## config.mk

```make
export PLATFORM = sky130hd
export DESIGN_NAME = two_way_traffic_light_sequencer_top
export DESIGN_NICKNAME = d
export VERILOG_FILES = /design/src/tlseq_pkg.sv /design/src/tlseq_core.sv /design/src/two_way_traffic_light_sequencer_top.sv
export SDC_FILE = /design/constraint.sdc
export NUM_CORES = 1
export LEC_CHECK = 0
export BUFFER_PORTS_ARGS = -buffer_cell sky130_fd_sc_hd__buf_2
export CAP_MARGIN = 20
export CORE_ASPECT_RATIO = 0.5
export CORE_MARGIN = 2
export CORE_UTILIZATION = 55
export DETAILED_ROUTE_END_ITERATION = 8
export GPL_TIMING_DRIVEN = 0
export HOLD_SLACK_MARGIN = 0.1
export PLACE_DENSITY = 0.79
export SETUP_SLACK_MARGIN = 0.1
export SKIP_LAST_GASP = 1
export SLEW_MARGIN = 20
export SYNTH_ARGS = -nofsm -noshare
export SYNTH_HDL_FRONTEND = slang
export SYNTH_SLANG_ARGS = --single-unit
```

## constraint.sdc

```tcl
create_clock -name i_clk -period 13.4 [get_ports i_clk]
set_input_delay 2.68 -clock i_clk [delete_from_list [all_inputs] [get_ports i_clk]]
set_output_delay 2.68 -clock i_clk [all_outputs]
set_load 0.05 [all_outputs]
```

## src/tlseq_pkg.sv

```systemverilog
// Package for the two-way traffic light sequencer.
// Holds shared constants, the result and configuration types, and helper functions.
// No dependencies.
package tlseq_pkg;

    localparam int unsigned CountW = 7;

    localparam logic [CountW-1:0] WR_RESET  = 7'd15;
    localparam logic [CountW-1:0] SR_RESET  = 7'd23;
    localparam logic [CountW-1:0] AMB_RESET = 7'd3;
    localparam logic [CountW-1:0] MAX_COUNT = 7'd99;
    localparam logic [3:0]        NIB_MASK  = 4'hF;

    typedef enum logic [1:0] {
        REG_WEST_RED  = 2'd0,
        REG_SOUTH_RED = 2'd1,
        REG_AMBER     = 2'd2,
        REG_MAN_AMBER = 2'd3
    } t_reg_idx;

    typedef struct packed {
        logic [CountW-1:0] west_red_duration;
        logic [CountW-1:0] south_red_duration;
        logic [CountW-1:0] amber_threshold;
        logic [CountW-1:0] manual_amber_duration;
    } t_cfg;

    typedef struct packed {
        logic       west_red;
        logic       west_yellow;
        logic       west_green;
        logic       south_red;
        logic       south_yellow;
        logic       south_green;
        logic [7:0] display_bcd;
        logic       display_on;
    } t_result;

    function automatic logic [CountW-1:0] load_len(input logic [CountW-1:0] v);
        logic [CountW-1:0] r;
        begin
            if (v == '0) begin
                r = 7'd1;
            end else if (v > MAX_COUNT) begin
                r = MAX_COUNT;
            end else begin
                r = v;
            end
            return r;
        end
    endfunction

    // Valid for values up to 99: tens = (v * 103) >> 10.
    function automatic logic [7:0] to_bcd(input logic [CountW-1:0] v);
        logic [16:0] prod;
        logic [3:0]  tens;
        logic [6:0]  units;
        begin
            prod  = 17'(v) * 17'd103;
            tens  = prod[13:10];
            units = v - 7'(tens) * 7'd10;
            return {tens & NIB_MASK, units[3:0] & NIB_MASK};
        end
    endfunction

endpackage

```

## src/tlseq_core.sv

```systemverilog
// Sequencer state and per-item next-state and lamp logic.
// Depends on tlseq_pkg for the configuration and result types and the helper functions.
module tlseq_core
    import tlseq_pkg::*;
(
    input  logic    i_clk,
    input  logic    i_rst_n,
    input  logic    i_accept,
    input  logic    i_mode_press,
    input  logic    i_manual_hold,
    input  t_cfg    i_cfg,
    output t_result o_result
);

    typedef enum logic [2:0] {
        PH_AUTO_WR = 3'd0,
        PH_AUTO_SR = 3'd1,
        PH_MAN_SY  = 3'd2,
        PH_MAN_WG  = 3'd3,
        PH_MAN_WY  = 3'd4,
        PH_MAN_SG  = 3'd5
    } t_phase;

    logic              r_manual, n_manual;
    t_phase            r_phase, n_phase;
    logic [CountW-1:0] r_count, n_count;

    t_phase            ph;
    logic [CountW-1:0] cnt;
    logic [CountW-1:0] cnt_dec;
    logic [CountW-1:0] shown;
    t_result           res;

    always_comb begin
        ph       = r_phase;
        n_manual = r_manual;
        cnt      = r_count;
        res      = '0;
        shown    = '0;

        if (ph != PH_AUTO_SR && ph != PH_MAN_SY && ph != PH_MAN_WG
                && ph != PH_MAN_WY && ph != PH_MAN_SG) begin
            ph = PH_AUTO_WR;
        end

        if (i_mode_press) begin
            n_manual = ~r_manual;
            if (!n_manual) begin
                ph  = PH_AUTO_WR;
                cnt = load_len(i_cfg.west_red_duration);
            end else begin
                ph  = (ph == PH_AUTO_SR) ? PH_MAN_WY : PH_MAN_SY;
                cnt = load_len(i_cfg.manual_amber_duration);
            end
        end

        if (ph == PH_MAN_WG && !i_manual_hold) begin
            ph  = PH_MAN_WY;
            cnt = load_len(i_cfg.manual_amber_duration);
        end else if (ph == PH_MAN_SG && !i_manual_hold) begin
            ph  = PH_MAN_SY;
            cnt = load_len(i_cfg.manual_amber_duration);
        end

        if (cnt == '0) begin
            cnt = 7'd1;
        end
        cnt_dec = cnt - 7'd1;

        n_phase = ph;
        n_count = cnt;

        unique case (ph)
            PH_AUTO_SR: begin
                res.south_red   = 1'b1;
                res.west_green  = cnt > i_cfg.amber_threshold;
                res.west_yellow = !(cnt > i_cfg.amber_threshold);
                shown           = cnt;
                n_count         = cnt_dec;
                if (cnt_dec == '0) begin
                    n_phase = PH_AUTO_WR;
                    n_count = load_len(i_cfg.west_red_duration);
                end
            end
            PH_MAN_SY: begin
                res.west_red     = 1'b1;
                res.south_yellow = 1'b1;
                shown            = cnt;
                n_count          = cnt_dec;
                if (cnt_dec == '0) begin
                    n_phase = PH_MAN_WG;
                end
            end
            PH_MAN_WG: begin
                res.west_green = 1'b1;
                res.south_red  = 1'b1;
            end
            PH_MAN_WY: begin
                res.west_yellow = 1'b1;
                res.south_red   = 1'b1;
                shown           = cnt;
                n_count         = cnt_dec;
                if (cnt_dec == '0) begin
                    n_phase = PH_MAN_SG;
                end
            end
            PH_MAN_SG: begin
                res.west_red    = 1'b1;
                res.south_green = 1'b1;
            end
            default: begin
                res.west_red     = 1'b1;
                res.south_green  = cnt > i_cfg.amber_threshold;
                res.south_yellow = !(cnt > i_cfg.amber_threshold);
                shown            = cnt;
                n_count          = cnt_dec;
                if (cnt_dec == '0) begin
                    n_phase = PH_AUTO_SR;
                    n_count = load_len(i_cfg.south_red_duration);
                end
            end
        endcase

        if (shown > MAX_COUNT) begin
            shown = MAX_COUNT;
        end
        res.display_bcd = to_bcd(shown);
        res.display_on  = shown != '0;
        o_result        = res;
    end

    always_ff @(posedge i_clk) begin
        if (!i_rst_n) begin
            r_manual <= 1'b0;
            r_phase  <= PH_AUTO_WR;
            r_count  <= load_len(WR_RESET);
        end else if (i_accept) begin
            r_manual <= n_manual;
            r_phase  <= n_phase;
            r_count  <= n_count;
        end
    end

endmodule

```

## src/two_way_traffic_light_sequencer_top.sv

```systemverilog
// Each result is registered into the output buffer when its item is accepted.
// Throughput: one item per cycle; a two-entry output buffer keeps accepting
// while one result waits, and the input stalls only when both entries are full.
// Reset is synchronous and active low: automatic west-red phase with a count of 15,
// registers at their reset values, output buffer empty.
module two_way_traffic_light_sequencer_top
    import tlseq_pkg::*;
(
    input  logic        i_clk,
    input  logic        i_rst_n,
    input  logic        i_in_valid,
    output logic        o_in_stall,
    input  logic        i_mode_press,
    input  logic        i_manual_hold,
    output logic        o_out_valid,
    input  logic        i_out_stall,
    output logic        o_west_red,
    output logic        o_west_yellow,
    output logic        o_west_green,
    output logic        o_south_red,
    output logic        o_south_yellow,
    output logic        o_south_green,
    output logic [7:0]  o_display_bcd,
    output logic        o_display_on,
    input  logic        psel,
    input  logic        penable,
    input  logic        pwrite,
    input  logic [3:0]  paddr,
    input  logic [31:0] pwdata,
    output logic [31:0] prdata,
    output logic        pready
);

    t_cfg      r_cfg;
    t_result   core_res;
    t_result   r_out, r_skid;
    logic      r_out_valid, r_skid_valid;
    logic      accept;
    logic      out_take;
    t_reg_idx  reg_idx;

    assign pready   = 1'b1;
    assign reg_idx  = t_reg_idx'(paddr[3:2]);
    assign accept   = i_in_valid && !r_skid_valid;
    assign out_take = r_out_valid && !i_out_stall;

    always_ff @(posedge i_clk) begin
        if (!i_rst_n) begin
            r_cfg.west_red_duration     <= WR_RESET;
            r_cfg.south_red_duration    <= SR_RESET;
            r_cfg.amber_threshold       <= AMB_RESET;
            r_cfg.manual_amber_duration <= AMB_RESET;
        end else if (psel && penable && pwrite && pready) begin
            unique case (reg_idx)
                REG_WEST_RED:  r_cfg.west_red_duration     <= pwdata[CountW-1:0];
                REG_SOUTH_RED: r_cfg.south_red_duration    <= pwdata[CountW-1:0];
                REG_AMBER:     r_cfg.amber_threshold       <= pwdata[CountW-1:0];
                REG_MAN_AMBER: r_cfg.manual_amber_duration <= pwdata[CountW-1:0];
                default:       r_cfg                       <= r_cfg;
            endcase
        end
    end

    always_comb begin
        unique case (reg_idx)
            REG_WEST_RED:  prdata = 32'(r_cfg.west_red_duration);
            REG_SOUTH_RED: prdata = 32'(r_cfg.south_red_duration);
            REG_AMBER:     prdata = 32'(r_cfg.amber_threshold);
            REG_MAN_AMBER: prdata = 32'(r_cfg.manual_amber_duration);
            default:       prdata = '0;
        endcase
    end

    tlseq_core u_core (
        .i_clk         (i_clk),
        .i_rst_n       (i_rst_n),
        .i_accept      (accept),
        .i_mode_press  (i_mode_press),
        .i_manual_hold (i_manual_hold),
        .i_cfg         (r_cfg),
        .o_result      (core_res)
    );

    always_ff @(posedge i_clk) begin
        if (!i_rst_n) begin
            r_out_valid  <= 1'b0;
            r_skid_valid <= 1'b0;
        end else begin
            if (accept) begin
                if (!r_out_valid || out_take) begin
                    r_out_valid <= 1'b1;
                end else begin
                    r_skid_valid <= 1'b1;
                end
            end else if (out_take) begin
                if (r_skid_valid) begin
                    r_skid_valid <= 1'b0;
                end else begin
                    r_out_valid <= 1'b0;
                end
            end
        end
    end

    always_ff @(posedge i_clk) begin
        if (accept) begin
            if (!r_out_valid || out_take) begin
                r_out <= core_res;
            end else begin
                r_skid <= core_res;
            end
        end else if (out_take && r_skid_valid) begin
            r_out <= r_skid;
        end
    end

    assign o_in_stall     = r_skid_valid;
    assign o_out_valid    = r_out_valid;
    assign o_west_red     = r_out.west_red;
    assign o_west_yellow  = r_out.west_yellow;
    assign o_west_green   = r_out.west_green;
    assign o_south_red    = r_out.south_red;
    assign o_south_yellow = r_out.south_yellow;
    assign o_south_green  = r_out.south_green;
    assign o_display_bcd  = r_out.display_bcd;
    assign o_display_on   = r_out.display_on;

endmodule
```

==> metrics.yaml <==
run_status: "finished, final reports clean"
via_count: 4497
drt_first_pass_iters: 6
worst_clock_skew_ns: 0.00802
cts_tree: "built"
ir_drop_v: 0.000104
tritoncts.num_buffers: 9
synth.yosys.seq_area_share_pct: 32.0
grt_start_max_net_pins: 16
p_leak_uw: 0.00281
final_count_of_negative_setup_slack_endpoints: 0
postSynth.topFlopCell: "sky130_fd_sc_hd__dfxtp_1"
coreArea_um2: 9480
final-max-slew-violation-count: 0
yosys.area.top_type_share_pct: 16.7
max_slew_headroom_pct: 41.0
wire_per_inst_um: 17.0
worst_hold_path_type: "register to register"
worstPathCellList: "buf_6, buf_2, clkbuf_1, a31oi_1, o22ai_1, nor2_1, and3_1, a21o_1, ha_1, fa_1, fa_1, ha_1, ha_1, a2111oi_0, o2bb2ai_1, xnor2_1, inv_1, ha_1, fa_1, xnor2_1, xnor2_2, mux2_2"
grt_antenna_before_repair: 0
drive_gt1_share_pct: 17.9
placementRows: 25
crit_fanout: 10
timing.final.hold_violations: 0
timing.critical_path.to_type: "register"
die_height_um: 74.0
synth_enable_flop_cells: 30
cts_root_buffer: "sky130_fd_sc_hd__clkbuf_16"
min_period_over_period_pct: 68.4
grt_usage_pct: 26.4
finish.instance_area_um2: 6180
avgSynthCellArea_um2: 9.32
postSynthCellCount: 578
shortest_clock_period_the_worst_path_allows_after_layout_ns: 9.17
path_delay_family: "adder cells"
yosys_register_bits: 71
vias_per_cell: 5.67
crit_slowest_cell: "sky130_fd_sc_hd__o22ai_1"
cp.depth: 22
instances_no_fill: 793
cts_hold_buffers: 0
p_per_area_nw_per_um2: 162
ys_warn_count: 0
design.die.area_um2: 10600
htree_num_levels: 3
postCtsResizedCells: 0
postRouteAntennaNets: 0
synthArstFlopShare_pct: 0
dpl.cell_count: 777
cts_clk_pin_slew_worst_paths_ns: 0.06
postCtsSetupRepairBufs: 0
synth_area_leader_cell: "sky130_fd_sc_hd__edfxtp_1"
fillerInstances: 759
grt_pass1_vias: 4164
cp.required_ns: 13.49
io_pins: 95
placed_instance_area_um2: 5850
place_congestion: 0.989
clockBufferDepth: 2
clock_sinks: 71
setup.worst_path.class: "input port to register"
place_hpwl_um: 10300
final_common_cell: "sky130_fd_sc_hd__nand2_1"
clk_latency_ns: 0.34
post_synth_num_cell_types: 81
critical_path.most_common_cell: "sky130_fd_sc_hd__ha_1"
cp_slowest_stage_delay_ns: 0.55
gr-total-overflow: 0
insertedDiodeCount: 0
drc: 0
worstRegToRegCells: 24
first_pass_grt_wire_length_um: 21300
worstMarginPinSlew_ns: 0.885
post_synthesis_instance_area_um2: 5390
drt_iter0_markers: 532
drt_wl_total_um: 13500
cells_taking_the_most_area_after_synthesis: "sky130_fd_sc_hd__edfxtp_1 17%, sky130_fd_sc_hd__dfxtp_1 15%, sky130_fd_sc_hd__ha_1 12%, sky130_fd_sc_hd__mux2i_1 5.4%, sky130_fd_sc_hd__nand2_1 4.2%"
dieWidth_um: 144
place.port_buffers: 40
critical_path_arrival_ns: 9.26
whs_path_depth: 2
critical_path_buf_inv_count: 4
fin_worst_hold_slack_ns: 0.522
layout.cells.most_common_list: "60 x sky130_fd_sc_hd__nand2_1, 51 x sky130_fd_sc_hd__ha_1, 47 x sky130_fd_sc_hd__inv_1, 44 x sky130_fd_sc_hd__buf_2, 41 x sky130_fd_sc_hd__dfxtp_1"
area.growth.synth_to_final_pct: 14.8
top_achievable_clock_speed_ghz: 0.109
finalNetCount: 758
rsz0062_at_grt: "no"
cap_viol_max_count: 0
worstSetupStartpointType: "input port"
finalSetupTns_ns: 0
initial_core_utilization_pct: 56.8
[metal layers]
| layer | global-route usage (%) | up-vias | share of wire [%] |
|---|---|---|---|
| li1 | - | 2145 | - |
| met1 | 36.9 | 2125 | 44 |
| met2 | 41.9 | 204 | 45 |
| met3 | 5.86 | 23 | 9.4 |
| met4 | 7.63 | 0 | 1.8 |
| met5 | 0 | - | 0 |
[final timing paths]
path / from / end / slack, ns
setup / recovery: i_mode_press / o_display_bcd[3]$_DFFE_PP_ / 4.23
hold / removal: r_cfg[8]$_SDFFE_PN1P_ / r_cfg[8]$_SDFFE_PN1P_ / 0.52
setup reg to reg: u_core.r_phase[1]$_SDFFE_PN0P_ / o_display_bcd[3]$_DFFE_PP_ / 6.40
hold reg to reg: r_cfg[8]$_SDFFE_PN1P_ / r_cfg[8]$_SDFFE_PN1P_ / 0.52
[sequential cells by signal (all words and copies together) (netlist names)]
register         cells
o_south_yellow       1
o_display_bcd        8
u_core.r_manual      1
r_cfg               28
o_west_red           1
o_south_green        1
u_core.r_phase       3
o_west_yellow        1
r_skid              15
o_in_stall           1
o_west_green         1
o_out_valid          1
u_core.r_count       7
o_display_on         1
o_south_red          1
[tightest hold or removal path, cell delays in order, from the launching register on]
cell and delay [ns]:
sky130_fd_sc_hd__dfxtp_1 0.35, sky130_fd_sc_hd__mux2i_1 0.08, sky130_fd_sc_hd__nand2_1 0.06
[kinds of logic after synthesis]
| group | Yosys count | synth area share (%) |
|---|---|---|
| and+or+nand+nor | 173 | 15.9 |
| buffers and inverters | 101 | 9.22 |
| adders and majority gates | 60 | 15.2 |
| xor gates and xnor gates | 17 | 3.04 |
| other | 2 | 0.139 |
| DFF | 71 | 32.0 |
| muxes | 42 | 9.57 |
| AOI/OAI and AO/OA | 112 | 15.0 |
[power breakdown]
group,internal [uW],total [uW],switching (uW),leakage (uW)
combinational,179,466,286,0.00203
clock,168,262,94.5,0.000160
sequential,268,276,7.59,0.000615
[area by class of cell]
cell class                      count  area [um^2]  share of cell area, %
Clock inverter                      3         47.5                  0.769
Timing Repair Buffer               40          200                   3.24
Inverter                           49          184                   2.97
Tap cell                          135          169                   2.73
Multi-Input combinational cell    430         3270                   52.8
Sequential cell                    71         1720                   27.8
Clock buffer                       13          283                   4.57
Buffer                             52          313                   5.06
[Yosys cell counts, drive strengths merged (3+ instances only)]
master,number
nor2,36
a31oi,4
o211ai,3
and3,4
mux2,6
a21oi,13
o21a,10
buf,33
a21boi,5
nand3,10
a211o,4
mux2i,29
o21ai,30
dfxtp,41
ha,51
nand2,60
xnor2,12
edfxtp,30
mux4,7
and2,3
fa,9
nand4,4
or2,3
inv,49
clkbuf,19
o32ai,3
nor3,12
nor2b,22
o22ai,6
nand2b,7
xor2,5
[per-stage QoR]
stage                     worst slack (ns)  util [%]  power (uW)
after floorplan                       4.85         -         636
after CTS                             4.30      65.2        1010
after global routing                  3.86      65.2        1070
after detailed placement              3.96      61.8         741
after global placement                4.11      61.7         722
final                                 4.23      65.2        1000
Power figures use the tool's default switching activity.
